`src/expiring_key_table_defines.svh`:
```
// Assertion macros for the expiring key table.
`ifndef EXPIRING_KEY_TABLE_DEFINES_SVH
`define EXPIRING_KEY_TABLE_DEFINES_SVH

`ifndef SYNTHESIS
// Same-cycle implication, checked outside reset.
`define EKT_CHECK(name, ante, cons) \
  name: assert property (@(posedge clk_i) disable iff (!rst_ni) (ante) |-> (cons)) \
    else $error("expiring_key_table: check failed");
// Next-cycle implication, checked outside reset.
`define EKT_CHECK_NEXT(name, ante, cons) \
  name: assert property (@(posedge clk_i) disable iff (!rst_ni) (ante) |=> (cons)) \
    else $error("expiring_key_table: check failed");
`else
`define EKT_CHECK(name, ante, cons)
`define EKT_CHECK_NEXT(name, ante, cons)
`endif

`endif

```
`src/ekt_pkg.sv`:
```
// Shared types and codes for the expiring key table.
package ekt_pkg;

  typedef enum logic [1:0] {
    K_INSERT = 2'd0,
    K_REMOVE = 2'd1,
    K_QUERY  = 2'd2,
    K_TICK   = 2'd3
  } kind_e;

  typedef enum logic [1:0] {
    ST_OK   = 2'd0,
    ST_MISS = 2'd1,
    ST_FULL = 2'd2
  } status_e;

  localparam int unsigned KeyW   = 32;
  localparam int unsigned TimeW  = 32;
  localparam int unsigned FoundW = 32;
  localparam int unsigned LiveW  = 7;

  // Result of one request.
  typedef struct packed {
    status_e             status;
    logic [FoundW-1:0]   found_data;
    logic [LiveW-1:0]    live_count;
  } res_t;

  // Controller status seen by the top level.
  typedef struct packed {
    logic busy;     // request in progress
    logic done;     // result ready for the output register
    logic empty;    // no live entries
    logic tb_zero;  // time base is zero
    logic no_min;   // earliest deadline is all ones
  } stat_t;

endpackage

```
`src/ekt_cell.sv`:
```
// One entry cell of the rotating entry ring.
module ekt_cell #(
  parameter int unsigned PW = 32
) (
  input  logic                         clk_i,
  input  logic                         rst_ni,
  input  logic                         shift_i,
  input  logic                         valid_i,
  input  logic [ekt_pkg::KeyW-1:0]     key_i,
  input  logic [PW-1:0]                payload_i,
  input  logic [ekt_pkg::TimeW-1:0]    deadline_i,
  output logic                         valid_o,
  output logic [ekt_pkg::KeyW-1:0]     key_o,
  output logic [PW-1:0]                payload_o,
  output logic [ekt_pkg::TimeW-1:0]    deadline_o
);

  logic                      valid_q;
  logic [ekt_pkg::KeyW-1:0]  key_q;
  logic [PW-1:0]             payload_q;
  logic [ekt_pkg::TimeW-1:0] deadline_q;

  always_ff @(posedge clk_i or negedge rst_ni) begin
    if (!rst_ni) begin
      valid_q <= 1'b0;
    end else if (shift_i) begin
      valid_q <= valid_i;
    end
  end

  always_ff @(posedge clk_i) begin
    if (shift_i) begin
      key_q      <= key_i;
      payload_q  <= payload_i;
      deadline_q <= deadline_i;
    end
  end

  assign valid_o    = valid_q;
  assign key_o      = key_q;
  assign payload_o  = payload_q;
  assign deadline_o = deadline_q;

endmodule

```
`src/ekt_ctrl.sv`:
```
// Request sequencer: walks the ring once per pass, matches, expires and tracks the minimum.
module ekt_ctrl #(
  parameter int unsigned CAPACITY = 64,
  parameter int unsigned PW       = 32
) (
  input  logic                         clk_i,
  input  logic                         rst_ni,
  input  logic                         in_valid_i,
  input  logic [1:0]                   kind_i,
  input  logic [ekt_pkg::KeyW-1:0]     key_i,
  input  logic [PW-1:0]                data_i,
  input  logic [ekt_pkg::TimeW-1:0]    timeout_i,
  input  logic [ekt_pkg::TimeW-1:0]    elapsed_i,
  input  logic                         take_i,
  input  logic                         head_valid_i,
  input  logic [ekt_pkg::KeyW-1:0]     head_key_i,
  input  logic [PW-1:0]                head_payload_i,
  input  logic [ekt_pkg::TimeW-1:0]    head_deadline_i,
  output logic                         fb_valid_o,
  output logic [ekt_pkg::KeyW-1:0]     fb_key_o,
  output logic [PW-1:0]                fb_payload_o,
  output logic [ekt_pkg::TimeW-1:0]    fb_deadline_o,
  output logic                         shift_o,
  output ekt_pkg::stat_t               stat_o,
  output ekt_pkg::res_t                res_o
);

  localparam int unsigned CW = (CAPACITY > 1) ? $clog2(CAPACITY) : 1;
  localparam int unsigned NW = $clog2(CAPACITY + 1);

  typedef enum logic [3:0] {
    S_IDLE = 4'b0001,
    S_PASS = 4'b0010,
    S_FILL = 4'b0100,
    S_DONE = 4'b1000
  } state_e;

  state_e                    state_q, state_d;
  logic [CW-1:0]             cnt_q;
  ekt_pkg::kind_e            kind_q;
  logic [ekt_pkg::KeyW-1:0]  key_q;
  logic [PW-1:0]             data_q;
  logic [ekt_pkg::TimeW-1:0] timeout_q;
  logic [ekt_pkg::TimeW-1:0] time_base_q;
  logic [ekt_pkg::TimeW-1:0] earliest_q;
  logic [NW-1:0]             count_q;
  logic [NW-1:0]             acc_n_q, acc_n_d;
  logic [ekt_pkg::TimeW-1:0] acc_m_q, acc_m_d;
  logic                      seen_q, free_q, wrote_q;
  ekt_pkg::status_e          status_q;
  logic [ekt_pkg::FoundW-1:0] found_q;

  logic                      hit, expire, last, seen_any, free_any, write_new;
  logic [ekt_pkg::TimeW-1:0] new_dl;

  assign hit      = head_valid_i && (head_key_i == key_q);
  assign expire   = head_valid_i && (head_deadline_i <= time_base_q);
  assign last     = (cnt_q == CW'(CAPACITY - 1));
  assign seen_any = seen_q | hit;
  assign free_any = free_q | !head_valid_i;
  assign new_dl   = timeout_q + time_base_q;
  assign write_new = (state_q == S_FILL) && !head_valid_i && !wrote_q;

  // Value written back at the tail of the ring.
  always_comb begin
    fb_valid_o    = head_valid_i;
    fb_key_o      = head_key_i;
    fb_payload_o  = head_payload_i;
    fb_deadline_o = head_deadline_i;
    if (state_q == S_PASS) begin
      if ((kind_q == ekt_pkg::K_REMOVE && hit) || (kind_q == ekt_pkg::K_TICK && expire)) begin
        fb_valid_o = 1'b0;
      end
    end
    if (write_new) begin
      fb_valid_o    = 1'b1;
      fb_key_o      = key_q;
      fb_payload_o  = data_q;
      fb_deadline_o = new_dl;
    end
  end

  // Survivor count and minimum deadline of this pass.
  assign acc_n_d = acc_n_q + NW'(fb_valid_o);
  assign acc_m_d = (fb_valid_o && (fb_deadline_o < acc_m_q)) ? fb_deadline_o : acc_m_q;

  always_comb begin
    state_d = state_q;
    unique case (state_q)
      S_IDLE: begin
        if (in_valid_i) begin
          if (ekt_pkg::kind_e'(kind_i) == ekt_pkg::K_TICK && count_q == '0) begin
            state_d = S_DONE;
          end else begin
            state_d = S_PASS;
          end
        end
      end
      S_PASS: begin
        if (last) begin
          if (kind_q == ekt_pkg::K_INSERT && !seen_any && free_any) begin
            state_d = S_FILL;
          end else begin
            state_d = S_DONE;
          end
        end
      end
      S_FILL: begin
        if (last) begin
          state_d = S_DONE;
        end
      end
      S_DONE: begin
        if (take_i) begin
          state_d = S_IDLE;
        end
      end
      default: state_d = S_IDLE;
    endcase
  end

  always_ff @(posedge clk_i or negedge rst_ni) begin
    if (!rst_ni) begin
      state_q     <= S_IDLE;
      cnt_q       <= '0;
      time_base_q <= '0;
      earliest_q  <= '1;
      count_q     <= '0;
      acc_n_q     <= '0;
      acc_m_q     <= '1;
      seen_q      <= 1'b0;
      free_q      <= 1'b0;
      wrote_q     <= 1'b0;
      status_q    <= ekt_pkg::ST_OK;
      found_q     <= '0;
    end else begin
      state_q <= state_d;
      case (state_q)
        S_IDLE: begin
          if (in_valid_i) begin
            cnt_q    <= '0;
            acc_n_q  <= '0;
            acc_m_q  <= '1;
            seen_q   <= 1'b0;
            free_q   <= 1'b0;
            wrote_q  <= 1'b0;
            status_q <= ekt_pkg::ST_OK;
            found_q  <= '0;
            if (ekt_pkg::kind_e'(kind_i) == ekt_pkg::K_TICK && count_q != '0) begin
              time_base_q <= time_base_q + elapsed_i;
            end
          end
        end
        S_PASS: begin
          cnt_q   <= last ? '0 : cnt_q + CW'(1);
          acc_n_q <= acc_n_d;
          acc_m_q <= acc_m_d;
          seen_q  <= seen_any;
          free_q  <= free_any;
          if (hit && (kind_q == ekt_pkg::K_REMOVE || kind_q == ekt_pkg::K_QUERY)) begin
            found_q <= ekt_pkg::FoundW'(head_payload_i);
          end
          if (last) begin
            if (kind_q == ekt_pkg::K_INSERT) begin
              if (seen_any) begin
                status_q <= ekt_pkg::ST_MISS;
              end else if (!free_any) begin
                status_q <= ekt_pkg::ST_FULL;
              end
            end else begin
              if (kind_q != ekt_pkg::K_TICK && !seen_any) begin
                status_q <= ekt_pkg::ST_MISS;
              end
              count_q    <= acc_n_d;
              earliest_q <= acc_m_d;
              if (acc_n_d == '0) begin
                time_base_q <= '0;
              end
            end
          end
        end
        S_FILL: begin
          cnt_q <= last ? '0 : cnt_q + CW'(1);
          if (write_new) begin
            wrote_q <= 1'b1;
          end
          if (last) begin
            count_q    <= count_q + NW'(1);
            earliest_q <= (new_dl < earliest_q) ? new_dl : earliest_q;
          end
        end
        default: begin
        end
      endcase
    end
  end

  always_ff @(posedge clk_i) begin
    if (state_q == S_IDLE && in_valid_i) begin
      kind_q    <= ekt_pkg::kind_e'(kind_i);
      key_q     <= key_i;
      data_q    <= data_i;
      timeout_q <= timeout_i;
    end
  end

  assign shift_o = (state_q == S_PASS) || (state_q == S_FILL);

  assign stat_o.busy    = (state_q != S_IDLE);
  assign stat_o.done    = (state_q == S_DONE);
  assign stat_o.empty   = (count_q == '0);
  assign stat_o.tb_zero = (time_base_q == '0);
  assign stat_o.no_min  = (earliest_q == '1);

  assign res_o.status     = status_q;
  assign res_o.found_data = found_q;
  assign res_o.live_count = ekt_pkg::LiveW'(count_q);

endmodule

```
`src/expiring_key_table.sv`:
```
// Top level of the expiring key table: entry ring, sequencer and output register.
//
// Usage:
// - Request channel: in_valid_i / in_stall_o with kind_i, key_i, entry_data_i,
//   timeout_ticks_i, elapsed_ticks_i. A request is taken when in_valid_i is high
//   and in_stall_o is low; in_stall_o stays high while a request is in progress.
// - Result channel: out_valid_o / out_stall_i with status_o, found_data_o,
//   live_count_o. Exactly one result per request, in request order.
// - Entries live in a ring of CAPACITY cells that rotates one place per cycle
//   while a pass runs; the sequencer sees one entry per cycle at the head and
//   writes it back at the tail, so one pass visits every entry once.
// - Remove, query, tick and a refused insert each take one ring pass before
//   out_valid_o; a successful insert takes a second pass that places the new
//   entry; a tick on an empty table takes no pass.
// - A new request is accepted only once the previous result has left the sequencer.
// - The output register holds a finished result while out_stall_i is high;
//   the next request is accepted meanwhile, and its result waits in the
//   sequencer until the register frees up.
// - Reset (rst_ni low, asynchronous) empties the table, clears the time base
//   and the live count, and drops any pending result. No clearing pass needed.
`include "expiring_key_table_defines.svh"

module expiring_key_table #(
  parameter int unsigned CAPACITY   = 64,
  parameter int unsigned DATA_WIDTH = 32
) (
  input  logic        clk_i,
  input  logic        rst_ni,
  input  logic        in_valid_i,
  output logic        in_stall_o,
  input  logic [1:0]  kind_i,
  input  logic signed [31:0] key_i,
  input  logic [31:0] entry_data_i,
  input  logic [31:0] timeout_ticks_i,
  input  logic [31:0] elapsed_ticks_i,
  output logic        out_valid_o,
  input  logic        out_stall_i,
  output logic [1:0]  status_o,
  output logic [31:0] found_data_o,
  output logic [6:0]  live_count_o
);

  // Stored payload width: the input carries 32 bits at most.
  localparam int unsigned PW = (DATA_WIDTH < ekt_pkg::FoundW) ? DATA_WIDTH : ekt_pkg::FoundW;

  // Cell outputs along the ring.
  logic                      cv_w [CAPACITY];
  logic [ekt_pkg::KeyW-1:0]  ck_w [CAPACITY];
  logic [PW-1:0]             cp_w [CAPACITY];
  logic [ekt_pkg::TimeW-1:0] cd_w [CAPACITY];

  // Tail write-back from the sequencer.
  logic                      fb_valid;
  logic [ekt_pkg::KeyW-1:0]  fb_key;
  logic [PW-1:0]             fb_payload;
  logic [ekt_pkg::TimeW-1:0] fb_deadline;

  logic           shift;
  logic           take;
  ekt_pkg::stat_t stat;
  ekt_pkg::res_t  res;

  logic           out_valid_q;
  ekt_pkg::res_t  res_q;

  // Ring: cell i loads from cell i+1, the last cell from the sequencer.
  for (genvar gi = 0; gi < CAPACITY; gi++) begin : g_cell
    if (gi == CAPACITY - 1) begin : g_tail
      ekt_cell #(.PW(PW)) u_cell (
        .clk_i      (clk_i),
        .rst_ni     (rst_ni),
        .shift_i    (shift),
        .valid_i    (fb_valid),
        .key_i      (fb_key),
        .payload_i  (fb_payload),
        .deadline_i (fb_deadline),
        .valid_o    (cv_w[gi]),
        .key_o      (ck_w[gi]),
        .payload_o  (cp_w[gi]),
        .deadline_o (cd_w[gi])
      );
    end else begin : g_body
      ekt_cell #(.PW(PW)) u_cell (
        .clk_i      (clk_i),
        .rst_ni     (rst_ni),
        .shift_i    (shift),
        .valid_i    (cv_w[gi+1]),
        .key_i      (ck_w[gi+1]),
        .payload_i  (cp_w[gi+1]),
        .deadline_i (cd_w[gi+1]),
        .valid_o    (cv_w[gi]),
        .key_o      (ck_w[gi]),
        .payload_o  (cp_w[gi]),
        .deadline_o (cd_w[gi])
      );
    end
  end

  ekt_ctrl #(
    .CAPACITY (CAPACITY),
    .PW       (PW)
  ) u_ctrl (
    .clk_i           (clk_i),
    .rst_ni          (rst_ni),
    .in_valid_i      (in_valid_i),
    .kind_i          (kind_i),
    .key_i           (key_i),
    .data_i          (entry_data_i[PW-1:0]),
    .timeout_i       (timeout_ticks_i),
    .elapsed_i       (elapsed_ticks_i),
    .take_i          (take),
    .head_valid_i    (cv_w[0]),
    .head_key_i      (ck_w[0]),
    .head_payload_i  (cp_w[0]),
    .head_deadline_i (cd_w[0]),
    .fb_valid_o      (fb_valid),
    .fb_key_o        (fb_key),
    .fb_payload_o    (fb_payload),
    .fb_deadline_o   (fb_deadline),
    .shift_o         (shift),
    .stat_o          (stat),
    .res_o           (res)
  );

  // A finished result moves into the output register once it is free.
  assign take = stat.done && (!out_valid_q || !out_stall_i);

  always_ff @(posedge clk_i or negedge rst_ni) begin
    if (!rst_ni) begin
      out_valid_q <= 1'b0;
    end else if (take) begin
      out_valid_q <= 1'b1;
    end else if (!out_stall_i) begin
      out_valid_q <= 1'b0;
    end
  end

  always_ff @(posedge clk_i) begin
    if (take) begin
      res_q <= res;
    end
  end

  assign in_stall_o   = stat.busy;
  assign out_valid_o  = out_valid_q;
  assign status_o     = res_q.status;
  assign found_data_o = res_q.found_data;
  assign live_count_o = res_q.live_count;

  // An accepted request always leaves the idle state.
  `EKT_CHECK_NEXT(a_accept_busy, in_valid_i && !in_stall_o, in_stall_o)
  // An empty table has a cleared time base and no earliest deadline.
  `EKT_CHECK(a_empty_clean, stat.empty, stat.tb_zero && stat.no_min)

endmodule
```
`config.mk`:
```
export PLATFORM = sky130hd
export DESIGN_NAME = expiring_key_table
export DESIGN_NICKNAME = d
export VERILOG_FILES = /design/src/ekt_pkg.sv /design/src/ekt_cell.sv /design/src/ekt_ctrl.sv /design/src/expiring_key_table.sv
export VERILOG_INCLUDE_DIRS = /design/src /design/src/src
export SDC_FILE = /design/constraint.sdc
export NUM_CORES = 2
export LEC_CHECK = 0
export BUFFER_PORTS_ARGS = -buffer_cell sky130_fd_sc_hd__buf_2
export CORE_ASPECT_RATIO = 1.2
export CORE_MARGIN = 2
export CORE_UTILIZATION = 35
export DETAILED_ROUTE_END_ITERATION = 10
export GPL_ROUTABILITY_DRIVEN = 0
export PLACE_DENSITY = 0.47
export SLEW_MARGIN = 15
export SYNTH_ARGS = -nofsm -noshare
export SYNTH_HDL_FRONTEND = slang
export SYNTH_SLANG_ARGS = --single-unit
```
`constraint.sdc`:
```
create_clock -name clk_i -period 288.6 [get_ports clk_i]
set_clock_uncertainty 0.05 [all_clocks]
set_input_delay 0 -clock clk_i [delete_from_list [all_inputs] [get_ports clk_i]]
set_output_delay 0 -clock clk_i [all_outputs]
set_load 0.01 [all_outputs]
```
Yosys cells after proc, flatten, opt, wreduce, memory -nomap -nowiden. Index checks and enable logic that the tools add are counted.

Output and inout port bits: 43. Flip-flop bits (word level): 6441. Word-level logic and storage cells: 391. Input bits: 134.

Add/subtract/negate cells: 5. Equality and inequality tests: 24. Magnitude comparators: 1. Reduce and logical (&&, ||, !) cells: 40. Bitwise gates (word level): 2. Mux-type cells: 45.

Operator list (number): two-way mux 32 bit (10); case mux 32 bit (2 select lines) (2); adder 32 bit (2); equality test 32 bit (1); <= comparator 32 bit (1); two-way mux 7 bit (4); case mux 7 bit (2 select lines) (2); two-way mux 4 bit (6); case mux 4 bit (4 select lines) (1); logical AND 1 bit (14); zero test 7 bit (2); != test 2 x 1 -> 1 bit (second input constant) (7); two-way mux 2 bit (6); two-way mux 6 bit (2); case mux 6 bit (2 select lines) (1); != test 2 bit (second input constant) (4); AND reduction 4 bit (2); nonzero test 2 bit (4); adder 7 x 1 -> 7 bit (1); adder 7 x 1 -> 7 bit (second input constant) (1); two-way mux 1 bit (7); nonzero test 7 bit (1); adder 6 x 1 -> 6 bit (second input constant) (1); equality test 2 bit (second input constant) (3); other kinds (20) (32).

Logic depth before layout (Yosys ltp).
Word-level depth: 13. Depth in mapped cells: 22. Depth with buffers taken out: 21.

Modules after synthesis. Synthesis repeated with hierarchy kept, for this count alone.

Cell total of the unflattened synthesis: 8292. Area, all modules: 205489.6 µm².

Modules (own cells, without submodules): ekt_cell (times used 64, seq. area each 2907.8 µm², area each 2922.8 µm², cells each 98); ekt_ctrl (times used 1, seq. area each 6952.9 µm², area each 17155.2 µm², cells each 1976); expiring_key_table (times used 1, seq. area each 1256.2 µm², area each 1275.0 µm², cells each 44).

Least setup slack after synthesis. No wires, ideal clock.

Kind: register -> register. Start point: register u_ctrl.state_q[1]. End point: register g_cell[0].g_body.u_cell.deadline_q (netlist bit g_cell[0].g_body.u_cell.deadline_o[0]) (enable). Arrival: 166.574 ns. Path buffers: 1. Period minus slack after synthesis: 175.547 ns. Slack: 113.053 ns. Library setup time: 8.923 ns. Data required time: 279.627 ns. Stages on the path, launching flop included: 5. Cells stage by stage: dfrtp_1 > nor4b_2 > nor2_1 > clkinv_1 > clkbuf_1.

Cells in the longest elaborated chain, start to end: 2. Elaborated cells on any way between the ends: 3. Classes of those cells: eq/ne (2); reduce/logical (1).

Ends and longest elaborated chain: start, declared (RTL line ekt_ctrl.sv:38) `state_e state_q, state_d;`; start signal, assigned (RTL line ekt_ctrl.sv:137) `state_q <= state_d;`; equality test 4 x 2 -> 1 bit or equality test 4 x 3 -> 1 bit (tied branches) (RTL line ekt_ctrl.sv:207) `assign shift_o = (state_q == S_PASS) || (state_q == S_FILL);`; logical OR 1 bit (*) (RTL line ekt_ctrl.sv:207); net g_cell[0].g_body.u_cell.shift_i (RTL line ekt_cell.sv:7) `input logic shift_i,`; end signal, assigned (RTL line ekt_cell.sv:35) `deadline_q <= deadline_i;`; end, declared (RTL line ekt_cell.sv:21) `logic [ekt_pkg::TimeW-1:0] deadline_q;`.

Mark *: on every way through the listed nets, which the timed path passes. The rest lies on a longest branch. A chain may end at the register's enable or synchronous reset.

Worst setup path after layout.
Start point: register u_ctrl.state_q[1]. End point: register g_cell[11].g_body.u_cell.key_q (netlist bit g_cell[11].g_body.u_cell.key_o[4]) (enable).

Cells in the longest elaborated chain, start to end: 2. Elaborated cells on any way between the ends: 3. Classes of those cells: eq/ne (2); reduce/logical (1).

Ends and longest elaborated chain: equality test 4 x 2 -> 1 bit or equality test 4 x 3 -> 1 bit (tied branches) (RTL line ekt_ctrl.sv:207); logical OR 1 bit (*) (RTL line ekt_ctrl.sv:207); end signal, assigned (RTL line ekt_cell.sv:33) `key_q <= key_i;`; end, declared (RTL line ekt_cell.sv:19) `logic [ekt_pkg::KeyW-1:0] key_q;`.

Every way passes the cells marked *; elsewhere a longest branch is shown, timed or not.

==> flow_summary_export.csv <==
group,metric,value,unit
yosys,synthMuxAreaShare,0.0156,%
final_layout,area_growth,16.8,%
setup_path,cp-end-kind,"flip-flop",
yosys,synthXorXnorAreaFrac,0.380,%
sta,slew_headroom,20.0,%
clock_tree,cts_setup_buffers,0,
clock_tree,htree_levels,6,
setup_path,rr_worst_depth,13,
detailed_routing,wirelength,292000,um
yosys,synth_top_family_by_area,"simple AND/OR/NAND/NOR gates",
final_layout,final_cells,16900,
global_routing,grt_pass1_wl,452000,um
yosys,synth_flop_cell,"edfxtp_1",
global_routing,use_met1,14.2,%
sta,final-setup-viol-count,0,
final_layout,multiInputGateArea,7230,um^2
placed_design,dp_hpwl,143000,um
floorplanning,die_area,579000,um^2
yosys,syn_inst,7808,
power,p_per_area,9.96,nW/um^2
setup_path,regToRegEndpoint,"g_cell[11].g_body.u_cell.key_o[4]$_DFFE_PP_",
job,drv_cap,0,
setup_path,crit_arrival,10.30,ns
sta,hold_viol,0,
yosys,synth_compound_area_share,1.07,%
setup_path,crit_path_end,"g_cell[11].g_body.u_cell.key_o[4]$_DFFE_PP_",
sta,min_period_over_period,3.36,%
setup_path,timing.rr.start,"u_ctrl.state_q[1]$_DFFE_PN0P_",
setup_path,r2r_slack,278.91,ns
final_layout,fin_nets,9188,
clock_tree,clkLatencyLatePin,1.05,ns
global_routing,grtUsageTotal,9.76,%
setup_path,startpoint,"u_ctrl.state_q[1]$_DFFE_PN0P_",
yosys,ys_seq_area_share,96.1,%
setup_path,crit_path_max_fanout,192,
power,ir_drop,0.00612,mV
yosys,yosysWarnings,0,
setup_path,start_kind,"flip-flop",
floorplanning,fp.dieW,695,um
yosys,synth_edf_count,6283,
global_routing,grt_busiest_layer,"met2",
sta,rsz0062_at_grt,"no",
floorplanning,ios,177,
placed_design,io_buffers,176,
final_layout,final_common_cell,"edfxtp_1",
yosys,ys_async_sr_fraction,2.45,%
floorplanning,core-area,571000,um^2
clock_tree,cts.path.max_buffers,4,
yosys,synth_area_per_cell,25.7,um^2
clock_tree,cts_inserted_buffers,617,
detailed_routing,first_pass_iters,5,
clock_tree,path_clk_slew,0.06,ns
floorplanning,start_util,35.1,%
detailed_routing,drt_iter0_markers,7009,
yosys,yosys.area.top_type_share,94.2,%
detailed_routing,ant_nets,0,
final_layout,final_cell_mix,"6283 x edfxtp_1, 626 x clkbuf_16, 482 x nand2_1, 324 x dlygate4sd3_1, 175 x buf_2",
sta,tns,0,ns
global_routing,grt_pass1_vias,75700,
setup_path,cpMostUsedCell,"buf_4",
detailed_routing,drc,0,
clock_tree,root_buffer,"clkbuf_16",
yosys,synth_area_leader_cell,"edfxtp_1",
global_routing,use_met2,14.6,%
global_routing,gr-total-overflow,0,
detailed_routing,viasPerCell,4.31,
global_routing,antenna_found_initial,21,
global_routing,grt_max_degree,220,
clock_tree,cts_num_sinks,6441,
power,leakagePower,75.4,nW
placed_design,dp.cells,15500,
sta,period_minus_slack,9.69,ns
setup_path,required,289.21,ns
final_layout,filler_cell_count,49100,
setup_path,cpPeakStageDelay,0.91,ns
floorplanning,die_h,833,um
setup_path,slowest_stage,"buf_4",
detailed_routing,wire_per_inst,17.2,um
final_layout,seqCellArea,193000,um^2
global_routing,use_met3,1.99,%
sta,fmax,0.103,GHz
floorplanning,floorplan.rows,304,
yosys,synthAdderAreaFrac,0.657,%
detailed_routing,vias,73000,
clock_tree,cts_tree,"done",
yosys,synth_seq_cells,6441,
yosys,synth_area,200000,um^2
final_layout,utilization,41.0,%
yosys,ys_types,75,
yosys,yosys.area_share.simple,1.46,%
setup_path,crit_type,"flip-flop to flip-flop",
setup_path,crit_path_cell_trace,"nor2b_1 -> and2_4 -> nor2_4 -> buf_4 -> inv_8 -> buf_4 -> buf_12 -> buf_4 -> buf_4 -> buf_4 -> buf_4 -> buf_4 -> buf_6",
sta,tightest_slew,1.20,ns
outcome,status,"complete, no violations",
sta,drv_slew,0,
yosys,synthTopCellsByArea,"edfxtp_1 94%, dfrtp_1 2.0%, nand2_1 0.90%",
final_layout,drive_above_1_share,11.7,%
worst_hold_path,hp-class,"primary input to flip-flop",
yosys,syn_nets,8046,
power by group:
group	switching, mW	total [mW]	internal (mW)
sequential	0.0615	1.37	1.31
combinational	0.138	0.178	0.0398
clock	0.342	0.778	0.436
total	0.542	2.33	1.79
critical path: cells and delay by family (launching register included):
family	cells	cell delay [ns]
AND/OR/NAND/NOR	3	0.97
flip-flops	1	0.41
buffers and inverters	10	7.32
layer usage:
layer | routed length (um) | share of wire, %
met5 | 44 | 0.015
met4 | 9370 | 3.2
met3 | 12600 | 4.3
met2 | 131000 | 45
met1 | 139000 | 48
logic make-up (layout without fill, tap and decap cells):
family                   Yosys count  count (layout)
flip-flops                      6441            6441
AND/OR/NAND/NOR                  690             690
AO/OA/AOI/OAI                    335             335
buffers and inverters            148            1775
adder cells (fa/ha/maj)          104             104
XOR/XNOR                          87              87
multiplexers                       3               3
other                              0               8
final cells by class:
| cell class | count | area share, % |
|---|---|---|
| clock inverters | 324 | 1.37 |
| inverters | 90 | 0.150 |
| clock buffers | 780 | 6.96 |
| repair buffers | 581 | 2.10 |
| diodes | 8 | 0.00856 |
| flip-flops and latches | 6441 | 82.3 |
| multi-input cells | 1219 | 3.09 |
| well taps | 7497 | 4.01 |
synthesized netlist by cell type (16+ instances only):
cell type,number
nand3_1,52
edfxtp_1,6283
nor2_1,55
ha_1,102
a21o_1,37
inv_1,89
nand4_1,16
nor3_1,16
xor2_1,63
clkbuf_1,49
dfrtp_1,157
nand2_1,482
a21oi_1,65
o21ai_0,138
xnor2_1,24
per-stage QoR:
step / setup WS [ns] / area [um^2] / hold WS [ns] / power [mW]
after floorplan: 113.05 / 200000 / -0.346 / 3.25
after global placement: 278.73 / 211000 / -0.00445 / 1.56
after detailed placement: 278.27 / 211000 / 0.00394 / 1.57
after CTS: 278.36 / 234000 / 0.000265 / 2.38
after global routing: 278.03 / 234000 / 0.0550 / 2.44
final: 278.91 / 234000 / 0.139 / 2.33
sequential cells by signal, summed over array words and instances (netlist names), 63 cells and up:
name                             cells
g_cell.g_body.u_cell.deadline_o   2016
g_cell.g_body.u_cell.key_o        2016
g_cell.g_body.u_cell.payload_o    2016
g_cell.g_body.u_cell.valid_o        63
timing repair:
item / 4_1_cts / 5_1_grt
hold buffers: 325 / 0
endpoints found under the hold margin: 414 / 0
resized for setup: 0 / 0
how the worst min path moves through the flow:
stage / startpoint / to / cells past startpoint
3_3_place_gp: rst_ni / u_ctrl.found_q[30]$_DFFE_PN0P_ / 1
4_1_cts: timeout_ticks_i[12] / u_ctrl.timeout_q[12]$_DFFE_PP_ / 3
5_1_grt: entry_data_i[24] / u_ctrl.data_q[24]$_DFFE_PP_ / 3
3_5_place_dp: rst_ni / u_ctrl.found_q[30]$_DFFE_PN0P_ / 1
6_report: timeout_ticks_i[12] / u_ctrl.timeout_q[12]$_DFFE_PP_ / 3
2_1_floorplan: rst_ni / g_cell[0].g_body.u_cell.valid_o$_DFFE_PN0P_ / 0
No activity file was read; power rests on OpenSTA's default activity.
